--- config.mk ---
export PLATFORM = sky130hd
export DESIGN_NAME = heater_thermostat_with_setpoint_keys
export DESIGN_NICKNAME = d
export VERILOG_FILES = /design/src/rtl/htsk_pkg.sv /design/src/rtl/heater_thermostat_with_setpoint_keys.sv
export SDC_FILE = /design/constraint.sdc
export NUM_CORES = 1
export LEC_CHECK = 0
export ABC_AREA = 1
export BUFFER_PORTS_ARGS = -buffer_cell sky130_fd_sc_hd__buf_2
export CAP_MARGIN = 5
export CORE_ASPECT_RATIO = 1.75
export CORE_UTILIZATION = 50
export DETAILED_ROUTE_END_ITERATION = 8
export GPL_TIMING_DRIVEN = 0
export PLACE_DENSITY = 0.67
export SYNTH_ARGS = -nofsm -noshare
export SYNTH_HDL_FRONTEND = slang
export SYNTH_SLANG_ARGS = --single-unit
--- constraint.sdc ---
create_clock -name clk -period 17.1 [get_ports clk]
set_input_delay 2.565 -clock clk [delete_from_list [all_inputs] [get_ports clk]]
set_output_delay 2.565 -clock clk [all_outputs]
set_load 0.02 [all_outputs]
--- src/rtl/htsk_pkg.sv ---
// Package for the heater thermostat with setpoint keys.
// Holds widths, limits, register indexes and the seven-segment table.
// Depends on nothing else.
`default_nettype none

package htsk_pkg;

  localparam int STEP_W   = 10;
  localparam int DUTY_W   = 10;
  localparam int SAMPLE_W = 10;
  localparam int SP_W     = 14;
  localparam int SEG_W    = 7;
  localparam int CFG_ADDR_W = 2;

  localparam logic [SP_W-1:0]   SETPOINT_RESET = 14'd4150;
  localparam logic [SP_W-1:0]   SETPOINT_MAX   = 14'd9999;
  localparam logic [DUTY_W-1:0] DUTY_MAX       = 10'd1023;
  localparam logic [11:0]       TEMP_OFFSET    = 12'd150;

  localparam logic [STEP_W-1:0] COARSE_RESET = 10'd100;
  localparam logic [STEP_W-1:0] FINE_RESET   = 10'd10;
  localparam logic [STEP_W-1:0] HEATER_RESET = 10'd10;

  // Register indexes of the configuration port.
  localparam logic [CFG_ADDR_W-1:0] REG_COARSE_STEP = 2'd0;
  localparam logic [CFG_ADDR_W-1:0] REG_FINE_STEP   = 2'd1;
  localparam logic [CFG_ADDR_W-1:0] REG_HEATER_STEP = 2'd2;

  // Reciprocal constants for division by ten; each is exact over the
  // range of the value it is applied to.
  localparam logic [15:0] RECIP10_SP = 16'd52429;  // shift 19, up to 9999
  localparam logic [7:0]  RECIP10_Q1 = 8'd205;     // shift 11, up to 999
  localparam logic [6:0]  RECIP10_Q2 = 7'd103;     // shift 10, up to 99

  // Segment pattern of one decimal digit, bit 0 is segment a.
  function automatic logic [SEG_W-1:0] seg_of(input logic [3:0] d);
    logic [SEG_W-1:0] s;
    case (d)
      4'd0:    s = 7'h3F;
      4'd1:    s = 7'h06;
      4'd2:    s = 7'h5B;
      4'd3:    s = 7'h4F;
      4'd4:    s = 7'h66;
      4'd5:    s = 7'h6D;
      4'd6:    s = 7'h7D;
      4'd7:    s = 7'h07;
      4'd8:    s = 7'h7F;
      4'd9:    s = 7'h6F;
      default: s = 7'h00;
    endcase
    return s;
  endfunction

endpackage

`default_nettype wire

--- src/rtl/heater_thermostat_with_setpoint_keys.sv ---
// Top level of the heater thermostat with setpoint keys.
// Updates the setpoint from key edges, steps the heater duty and splits the
// setpoint into seven-segment digits. Depends on htsk_pkg.
//
//  channel  direction  handshake             payload
//  in       input      in_valid / in_stall   keys, temp_sample, cooler_sample
//  out      output     out_valid / out_stall duties, setpoint, segment digits
//  cfg      input      cfg_we                cfg_addr, cfg_wdata
//
// One item is accepted per cycle while in_stall is low; each result passes the
// first stage, the three divide-by-ten steps of the digit split and the output register.
// Setpoint and heater duty each loop through a single register, so the rate
// stays at one item a cycle. Reset (synchronous, rst_n low) restores the
// step registers, the setpoint, the heater duty and empties the pipeline.
// A stall on the output holds the result; earlier stages keep filling until
// the pipeline is full, and only then is in_stall raised.
`default_nettype none

module heater_thermostat_with_setpoint_keys (
  input  wire logic                           clk,
  input  wire logic                           rst_n,
  input  wire logic                           in_valid,
  output logic                                in_stall,
  input  wire logic                           in_key_up_coarse,
  input  wire logic                           in_key_down_coarse,
  input  wire logic                           in_key_up_fine,
  input  wire logic                           in_key_down_fine,
  input  wire logic [htsk_pkg::SAMPLE_W-1:0]  in_temp_sample,
  input  wire logic [htsk_pkg::SAMPLE_W-1:0]  in_cooler_sample,
  output logic                                out_valid,
  input  wire logic                           out_stall,
  output logic [htsk_pkg::DUTY_W-1:0]         out_heater_duty,
  output logic [htsk_pkg::DUTY_W-1:0]         out_cooler_duty,
  output logic [htsk_pkg::SP_W-1:0]           out_setpoint_value,
  output logic [htsk_pkg::SEG_W-1:0]          out_seg_thousands,
  output logic [htsk_pkg::SEG_W-1:0]          out_seg_hundreds,
  output logic [htsk_pkg::SEG_W-1:0]          out_seg_tens,
  output logic [htsk_pkg::SEG_W-1:0]          out_seg_units,
  input  wire logic                           cfg_we,
  input  wire logic [htsk_pkg::CFG_ADDR_W-1:0] cfg_addr,
  input  wire logic [htsk_pkg::STEP_W-1:0]    cfg_wdata
);

  import htsk_pkg::*;

  // Configuration registers.
  logic [STEP_W-1:0] coarse_step_r, fine_step_r, heater_step_r;

  // State.
  logic [3:0]        prev_keys_r;
  logic [SP_W-1:0]   setpoint_r;   // also the setpoint of the first stage
  logic [DUTY_W-1:0] heater_r;     // also the duty of the third stage

  // Pipeline valids.
  logic v1_r, v2_r, v3_r, v4_r, out_valid_r;
  logic move1, move2, move3, move4, in_acc;

  // Stage payloads.
  logic signed [11:0] temp1_r, temp2_r;
  logic [SAMPLE_W-1:0] cool1_r, cool2_r, cool3_r, cool4_r;
  logic [SP_W-1:0]     sp2_r, sp3_r, sp4_r;
  logic [9:0]          q1_2_r, q1_3_r;
  logic [6:0]          q2_3_r, q2_4_r;
  logic [3:0]          q3_4_r, units3_r, units4_r, tens4_r;
  logic [DUTY_W-1:0]   heat4_r;

  // Output registers.
  logic [DUTY_W-1:0] heater_duty_r, cooler_duty_r;
  logic [SP_W-1:0]   setpoint_out_r;
  logic [SEG_W-1:0]  seg_th_r, seg_hu_r, seg_te_r, seg_un_r;

  // Combinational values.
  logic [3:0]          keys, edges;
  logic signed [15:0]  sp_sum;
  logic [SP_W-1:0]     setpoint_nxt;
  logic [13:0]         temp_x10;
  logic signed [11:0]  temp_nxt;
  logic [29:0]         q1_prod;
  logic [17:0]         q2_prod;
  logic [13:0]         q3_prod;
  logic signed [11:0]  heat_sum;
  logic [DUTY_W-1:0]   heater_nxt;
  logic [SP_W-1:0]     units_full;
  logic [9:0]          tens_full;
  logic [6:0]          hund_full;

  // Handshake: each stage moves on when the next one is empty or moving.
  always_comb begin
    move4    = v4_r && (!out_valid_r || !out_stall);
    move3    = v3_r && (!v4_r || move4);
    move2    = v2_r && (!v3_r || move3);
    move1    = v1_r && (!v2_r || move2);
    in_stall = v1_r && !move1;
    in_acc   = in_valid && !in_stall;
  end

  // Setpoint update from rising key edges, saturated to its range.
  always_comb begin
    keys  = {in_key_down_fine, in_key_up_fine, in_key_down_coarse, in_key_up_coarse};
    edges = keys & ~prev_keys_r;
    sp_sum = $signed({2'b00, setpoint_r});
    if (edges[0]) sp_sum = sp_sum + $signed({6'd0, coarse_step_r});
    if (edges[1]) sp_sum = sp_sum - $signed({6'd0, coarse_step_r});
    if (edges[2]) sp_sum = sp_sum + $signed({6'd0, fine_step_r});
    if (edges[3]) sp_sum = sp_sum - $signed({6'd0, fine_step_r});
    if (sp_sum < 16'sd0) begin
      setpoint_nxt = '0;
    end else if (sp_sum > $signed({2'b00, SETPOINT_MAX})) begin
      setpoint_nxt = SETPOINT_MAX;
    end else begin
      setpoint_nxt = sp_sum[SP_W-1:0];
    end
  end

  // Temperature is sample * 10 / 8 - 150.
  always_comb begin
    temp_x10 = {1'b0, in_temp_sample, 3'b000} + {3'b000, in_temp_sample, 1'b0};
    temp_nxt = $signed({1'b0, temp_x10[13:3]}) - $signed(TEMP_OFFSET);
  end

  // Divide-by-ten steps of the digit split.
  always_comb begin
    q1_prod = setpoint_r * RECIP10_SP;
    q2_prod = q1_2_r * RECIP10_Q1;
    q3_prod = q2_3_r * RECIP10_Q2;
    units_full = sp2_r - ({4'd0, q1_2_r} * 14'd10);
    tens_full  = q1_3_r - ({3'd0, q2_3_r} * 10'd10);
    hund_full  = q2_4_r - ({3'd0, q3_4_r} * 7'd10);
  end

  // Heater duty steps up when the temperature is at or below setpoint / 10.
  always_comb begin
    if (temp2_r <= $signed({2'b00, q1_2_r})) begin
      heat_sum = $signed({2'b00, heater_r}) + $signed({2'b00, heater_step_r});
    end else begin
      heat_sum = $signed({2'b00, heater_r}) - $signed({2'b00, heater_step_r});
    end
    if (heat_sum < 12'sd0) begin
      heater_nxt = '0;
    end else if (heat_sum > $signed({2'b00, DUTY_MAX})) begin
      heater_nxt = DUTY_MAX;
    end else begin
      heater_nxt = heat_sum[DUTY_W-1:0];
    end
  end

  // Control state and configuration.
  always_ff @(posedge clk) begin
    if (!rst_n) begin
      coarse_step_r <= COARSE_RESET;
      fine_step_r   <= FINE_RESET;
      heater_step_r <= HEATER_RESET;
      prev_keys_r   <= '0;
      setpoint_r    <= SETPOINT_RESET;
      heater_r      <= '0;
      v1_r          <= 1'b0;
      v2_r          <= 1'b0;
      v3_r          <= 1'b0;
      v4_r          <= 1'b0;
      out_valid_r   <= 1'b0;
    end else begin
      if (cfg_we) begin
        unique case (cfg_addr)
          REG_COARSE_STEP: coarse_step_r <= cfg_wdata;
          REG_FINE_STEP:   fine_step_r   <= cfg_wdata;
          REG_HEATER_STEP: heater_step_r <= cfg_wdata;
          default: ;
        endcase
      end
      if (in_acc) begin
        prev_keys_r <= keys;
        setpoint_r  <= setpoint_nxt;
      end
      if (move2) begin
        heater_r <= heater_nxt;
      end
      v1_r        <= in_acc || (v1_r && !move1);
      v2_r        <= move1 || (v2_r && !move2);
      v3_r        <= move2 || (v3_r && !move3);
      v4_r        <= move3 || (v4_r && !move4);
      out_valid_r <= move4 || (out_valid_r && out_stall);
    end
  end

  // Pipeline payload.
  always_ff @(posedge clk) begin
    if (in_acc) begin
      temp1_r <= temp_nxt;
      cool1_r <= in_cooler_sample;
    end
    if (move1) begin
      sp2_r   <= setpoint_r;
      q1_2_r  <= q1_prod[28:19];
      temp2_r <= temp1_r;
      cool2_r <= cool1_r;
    end
    if (move2) begin
      sp3_r    <= sp2_r;
      q1_3_r   <= q1_2_r;
      q2_3_r   <= q2_prod[17:11];
      units3_r <= units_full[3:0];
      cool3_r  <= cool2_r;
    end
    if (move3) begin
      sp4_r    <= sp3_r;
      q2_4_r   <= q2_3_r;
      q3_4_r   <= q3_prod[13:10];
      tens4_r  <= tens_full[3:0];
      units4_r <= units3_r;
      heat4_r  <= heater_r;
      cool4_r  <= cool3_r;
    end
    if (move4) begin
      heater_duty_r  <= heat4_r;
      cooler_duty_r  <= cool4_r;
      setpoint_out_r <= sp4_r;
      seg_th_r       <= seg_of(q3_4_r);
      seg_hu_r       <= seg_of(hund_full[3:0]);
      seg_te_r       <= seg_of(tens4_r);
      seg_un_r       <= seg_of(units4_r);
    end
  end

  assign out_valid          = out_valid_r;
  assign out_heater_duty    = heater_duty_r;
  assign out_cooler_duty    = cooler_duty_r;
  assign out_setpoint_value = setpoint_out_r;
  assign out_seg_thousands  = seg_th_r;
  assign out_seg_hundreds   = seg_hu_r;
  assign out_seg_tens       = seg_te_r;
  assign out_seg_units      = seg_un_r;

endmodule

`default_nettype wire

==> summary.txt, run 1 <==
Clock tree
  – Clock-pin slew on the worst setup and hold paths: 0.07 ns
  – CTS Buf Count: 25
  – Clk sinks: 280
  – CTS tree: done
  – Clock latency at the later pin of the worst-skew pair: 0.58 ns
  – Root Buffer Master: clkbuf_16
  – Post-cts sizing count: 0
  – Cts hold-fix bufs: 0
  – H-Tree Depth: 1
  – Clk buf depth: 3
  – Setup bufs post-CTS: 0

Setup path
  – Crit. End Element: flip-flop
  – Slowest cell on the critical path: fa_1
  – Crit path kind: in2reg
  – Crit path buf inv count: 8
  – Critical R2R Capture: setpoint_r[6]$_SDFFE_PN0P_
  – CP max stage delay: 0.47 ns
  – Worst EP required: 17.59 ns
  – Crit-path leading delay family: simple AND/OR/NAND/NOR gates
  – Number of cells on the worst reg-to-reg path: 45
  – Worst EP arrival: 8.81 ns
  – Reg2Reg Setup Slack: 10.28 ns
  – Max FO, Critical Path: 10
  – Reg-to-Reg Start: setpoint_r[0]$_SDFFE_PN0P_
  – Startpoint type of the worst setup path: input port
  – Most used cell along the critical path: nand2_1

Yosys
  – Yosys top cell by area: edfxtp_1
  – Synth unique cells: 49
  – Gate Count Post-Synth: 2082
  – Register area share after synthesis: 39.0%
  – Top FF cell, synth: edfxtp_1
  – Yosys warning count: 0
  – Post-synth EDFFs: 217
  – Area contributors post-synth: edfxtp_1 33%, ha_1 18%, fa_1 8.9%
  – Post-synth top cells: 381 x inv_1, 360 x nand2_1, 294 x ha_1, 217 x edfxtp_1, 133 x a21oi_1
  – Mapped Nets: 2506
  – Netlist Area Pre-Place: 19900 µm²
  – Top-area cell type share of the netlist area: 32.7%
  – Most instantiated library cell after synthesis: inv_1
  – Synth Area per Inst: 9.57 µm²
  – Flop and latch count out of synthesis: 280
  – Async set-or-reset flop fraction in the synthesized netlist: 0%

Global routing
  – Total track usage: 22.1%
  – Largest net degree at the start of global routing: 31
  – Initial antenna violation count: 0
  – Vias in the first global route: 14686
  – First-pass GRT wire length: 70300 µm
  – GRT overflow: 0

Worst hold path
  – Hold depth: 0
  – Hold path startpoint: units3_r[2]$_DFFE_PP_
  – Hold WC Path Type: reg2reg
  – Hold EP: units4_r[2]$_DFFE_PP_

Die
  – IO Pins: 105
  – # rows: 96
  – Die ar.: 40700 µm²
  – Initial Util: 50.7%
  – Core area: 39300 µm²
  – Die Span X: 153 µm
  – Die Y-Extent: 266 µm

Drt
  – Wire length on met1: 15000 µm
  – Via count: 14161
  – Routed Antenna Nets: 0
  – WL met2: 25000 µm
  – DR pass1 iterations: 7
  – Final wirelength: 43700 µm
  – Wirelength per Cell: 16.0 µm
  – Uppermost layer routed: met4
  – Via density: 5.19
  – Residual DRC count: 0
  – DRT iter0 DRCs: 523
  – DR WL met3: 1320 µm

Timing
  – Final Slew Violations: 0
  – Final setup fails: 0
  – Hold violation count in the final report: 0
  – RSZ-0062 raised after global routing: no
  – Fin crit period: 8.32 ns
  – Clock Skew: 0.0259 ns
  – Slew of the pin with the lowest slew margin: 0.998 ns
  – Max Clk Rate: 0.120 GHz
  – Setup TNS: 0 ns
  – Max-slew headroom: 33.2%
  – Crit share post-route: 48.7%

Finish
  – Final #Nets: 2642
  – Area grow syn2layout: 10.9%
  – Share of cells above drive strength 1: 10.4%
  – Multi-input logic area: 10600 µm²
  – FF+latch area: 7780 µm²
  – Fill cells: 3482
  – ANT cells: 0

Outcome
  – Outcome: finished, final reports clean

Placed design
  – HPWL after DPL: 36600 µm
  – RD Place Congestion: 0.925
  – IO buf count: 103

Flow run
  – Maxcap violations: 0
==> cell type report <==
type                    count  area share, %
plain buffers              19          0.340
clock buffers              27           2.96
clock inverters            19           1.06
inverters                 391           6.67
multi-input cells        1392           48.1
flip-flops and latches    280           35.2
well taps                 490           2.77
repair buffers            109           2.94
==> per-layer routing <==
metal | up-vias | track usage (%)
li1 | 7145 | -
met1 | 6608 | 20.6
met2 | 282 | 45.7
met3 | 126 | 1.90
met4 | 0 | 12.5
met5 | - | 0
==> registers in the layout, indices dropped and copies added (netlist names), 10 cells and up <==
name,flops
out_heater_duty,10
cool4_r,10
out_cooler_duty,10
heater_step_r,10
temp2_r,12
setpoint_r,14
cool1_r,10
cool3_r,10
coarse_step_r,10
sp3_r,14
out_setpoint_value,14
q1_2_r,10
sp2_r,14
heater_r,10
temp1_r,12
sp4_r,14
heat4_r,10
fine_step_r,10
cool2_r,10
==> through the flow <==
| step | setup WS [ns] | hold WS [ns] | util (%) | cell area [µm²] | instances |
|---|---|---|---|---|---|
| after floorplan | 9.73 | 0.400 | - | 19900 | 2082 |
| after global placement | 8.27 | 0.400 | 53.6 | 21100 | 2675 |
| after detailed placement | 8.22 | 0.405 | 54.0 | 21200 | 2681 |
| after CTS | 8.76 | 0.405 | 56.3 | 22100 | 2727 |
| after global routing | 8.10 | 0.405 | 56.3 | 22100 | 2727 |
| final | 8.78 | 0.406 | 56.3 | 22100 | 2727 |
==> kinds of logic after synthesis <==
kind of cell | count (synthesis) | share of synthesized area, %
adders and majority gates | 383 | 27.4
xor gates and xnor gates | 70 | 3.08
AOI/OAI and AO/OA | 296 | 8.20
DFF | 280 | 39.0
and+or+nand+nor | 640 | 14.3
muxes | 3 | 0.151
buffers and inverters | 410 | 7.78
==> worst max path at each step <==
stage	startpoint	to	slack, ns	cells past startpoint
2_1_floorplan	in_key_up_coarse	setpoint_r[1]$_SDFFE_PN1P_	9.73	40
3_3_place_gp	in_key_up_coarse	setpoint_r[5]$_SDFFE_PN1P_	8.27	39
3_5_place_dp	in_key_up_coarse	setpoint_r[5]$_SDFFE_PN1P_	8.22	39
4_1_cts	in_key_up_coarse	setpoint_r[1]$_SDFFE_PN1P_	8.76	38
5_1_grt	in_key_up_coarse	setpoint_r[1]$_SDFFE_PN1P_	8.10	38
6_report	in_key_up_coarse	setpoint_r[6]$_SDFFE_PN0P_	8.78	39
==> cells in the final DEF (no fill, tap or decap), types with 9 or more instances in the layout <==
cell type  count
inv_1        380
nand2_1      360
nand2_2       20
o211ai_1      12
o21bai_1      15
clkbuf_1      14
dfxtp_1       63
edfxtp_1     217
nand4_1       19
nand3_1      103
fa_1          89
xor2_1        45
or2_2         12
o21ai_0      104
clkbuf_16     25
nor2_1        82
ha_1         294
buf_2        105
a21oi_1      132
xnor2_1       25
nand3_2        9
Power of run 1 is not shown: default switching activity piles up to over one toggle a cycle in this logic, so the estimate is an artifact.
==> inputs of run 2 (changes only) <==
PLACE_DENSITY = 0.7   (was 0.67)
clock period = 7 ns   (was 17.1 ns; I/O delays follow)
==> run 2 against run 1 <==
Effect of this change: wire length shrank 0.56%; first-iteration DRC count is 4.2% higher; die area stayed put; highest routed layer is now met5.
==> summary.txt, run 2 (synthesis gave the netlist of run 1 again) <==
Timing
  – RSZ-0062 raised after global routing: no
  – Clock Skew: 0.0214 ns
  – Hold violation count in the final report: 0
  – Worst setup margin: 0.459 ns
  – Max Clk Rate: 0.153 GHz
  – Setup TNS: 0 ns
  – Hold_ws: 0.403 ns
  – Slew of the pin with the lowest slew margin: 1.07 ns
  – Max-slew headroom: 28.4%
  – Final setup fails: 0
  – Final Slew Violations: 0
  – Fin crit period: 6.54 ns
  – Crit share post-route: 93.4%

Clock tree
  – Clk sinks: 280
  – Clock latency at the later pin of the worst-skew pair: 0.56 ns
  – H-Tree Depth: 1
  – CTS Buf Count: 26
  – Clk buf depth: 3
  – Clock-pin slew on the worst setup and hold paths: 0.07 ns
  – CTS tree: done
  – Root Buffer Master: clkbuf_16

Drt
  – Via count: 14431
  – Via density: 5.28
  – Residual DRC count: 0
  – DR pass1 iterations: 5
  – Routed Antenna Nets: 0
  – Wirelength per Cell: 15.9 µm
  – DRT iter0 DRCs: 545
  – Final wirelength: 43500 µm

Setup path
  – Slowest cell on the critical path: ha_1
  – Worst EP arrival: 6.98 ns
  – Reg2Reg Setup Slack: 0.59 ns
  – Startpoint type of the worst setup path: input port
  – Most used cell along the critical path: nand2_1
  – Max FO, Critical Path: 10
  – Crit. End Element: flip-flop
  – CP max stage delay: 0.34 ns
  – Worst EP required: 7.44 ns
  – Crit path kind: in2reg

Die
  – IO Pins: 105
  – Die ar.: 40700 µm²
  – # rows: 96
  – Die Y-Extent: 266 µm
  – Die Span X: 153 µm
  – Core area: 39300 µm²
  – Initial Util: 50.7%

Placed design
  – Post-place setup slack: -0.361 ns
  – RD Place Congestion: 0.942
  – IO buf count: 103
  – Placed Cells: 2681
  – HPWL after DPL: 36200 µm

Finish
  – Share of cells above drive strength 1: 10.8%
  – Final cell count without fillers: 2734
  – Area grow syn2layout: 11.2%
  – Commonest cells after routing, fill and taps aside: 380 x inv_1, 360 x nand2_1, 294 x ha_1
  – ANT cells: 0
  – Final #Nets: 2648
  – Commonest non-fill, non-tap cell in the layout: inv_1

Worst hold path
  – Hold WC Path Type: reg2reg

Flow run
  – Maxcap violations: 0

Global routing
  – Largest net degree at the start of global routing: 34
  – Total track usage: 21.6%
  – First-pass GRT wire length: 69300 µm
  – Vias in the first global route: 14848
  – GRT overflow: 0
  – Initial antenna violation count: 1

Outcome
  – Outcome: finished, final reports clean
## run 2: final timing paths
| kind | start | endpoint | cells after the start |
|---|---|---|---|
| worst min register to register | sp3_r[2]$_DFFE_PP_ | sp4_r[2]$_DFFE_PP_ | 0 |
| worst max-delay path | in_key_up_coarse | setpoint_r[2]$_SDFFE_PN1P_ | 41 |
| worst max register to register | setpoint_r[2]$_SDFFE_PN1P_ | setpoint_r[2]$_SDFFE_PN1P_ | 40 |
| worst min-delay path | sp3_r[2]$_DFFE_PP_ | sp4_r[2]$_DFFE_PP_ | 0 |
## run 2: area by class of cell
type / instances / area (µm²)
buffer: 19 / 77.6
clock buffer: 33 / 717
clock inverter: 15 / 183
fill: 3431 / 17100
inverter: 391 / 1480
multi-input combinational: 1392 / 10600
sequential: 280 / 7780
tap: 490 / 613
timing repair buffer: 114 / 681
## run 2: timing repair
item	in CTS	in global routing
endpoints found under the setup margin	0	14
hold buffers	0	0
setup buffers	0	5
gates resized for setup	0	11
endpoints found under the hold margin	0	0
## run 2: through the flow
stage | util [%] | cell area [µm²]
6_report | 56.4 | 22200
5_1_grt | 56.4 | 22200
4_1_cts | 56.3 | 22100
3_5_place_dp | 54.0 | 21200
3_3_place_gp | 53.6 | 21100
2_1_floorplan | - | 19900
## run 2: layer usage
metal	routed length (µm)	track usage (%)	vias to the layer above	part of all wire, %
li1	-	-	7162	-
met1	14800	19.8	6818	34
met2	24800	44.7	318	57
met3	1410	1.90	131	3.2
met4	2500	13.2	2	5.7
met5	13	0	-	0.030
## run 2: critical path, delay by kind of cell
family          cells  cell delay, ns
simple gates       21            2.47
buf+inv             8            0.98
compound gates      8            1.30
fa+ha+maj           3            1.00
xor+xnor            1            0.18
Power of run 2 is left out for the same reason.
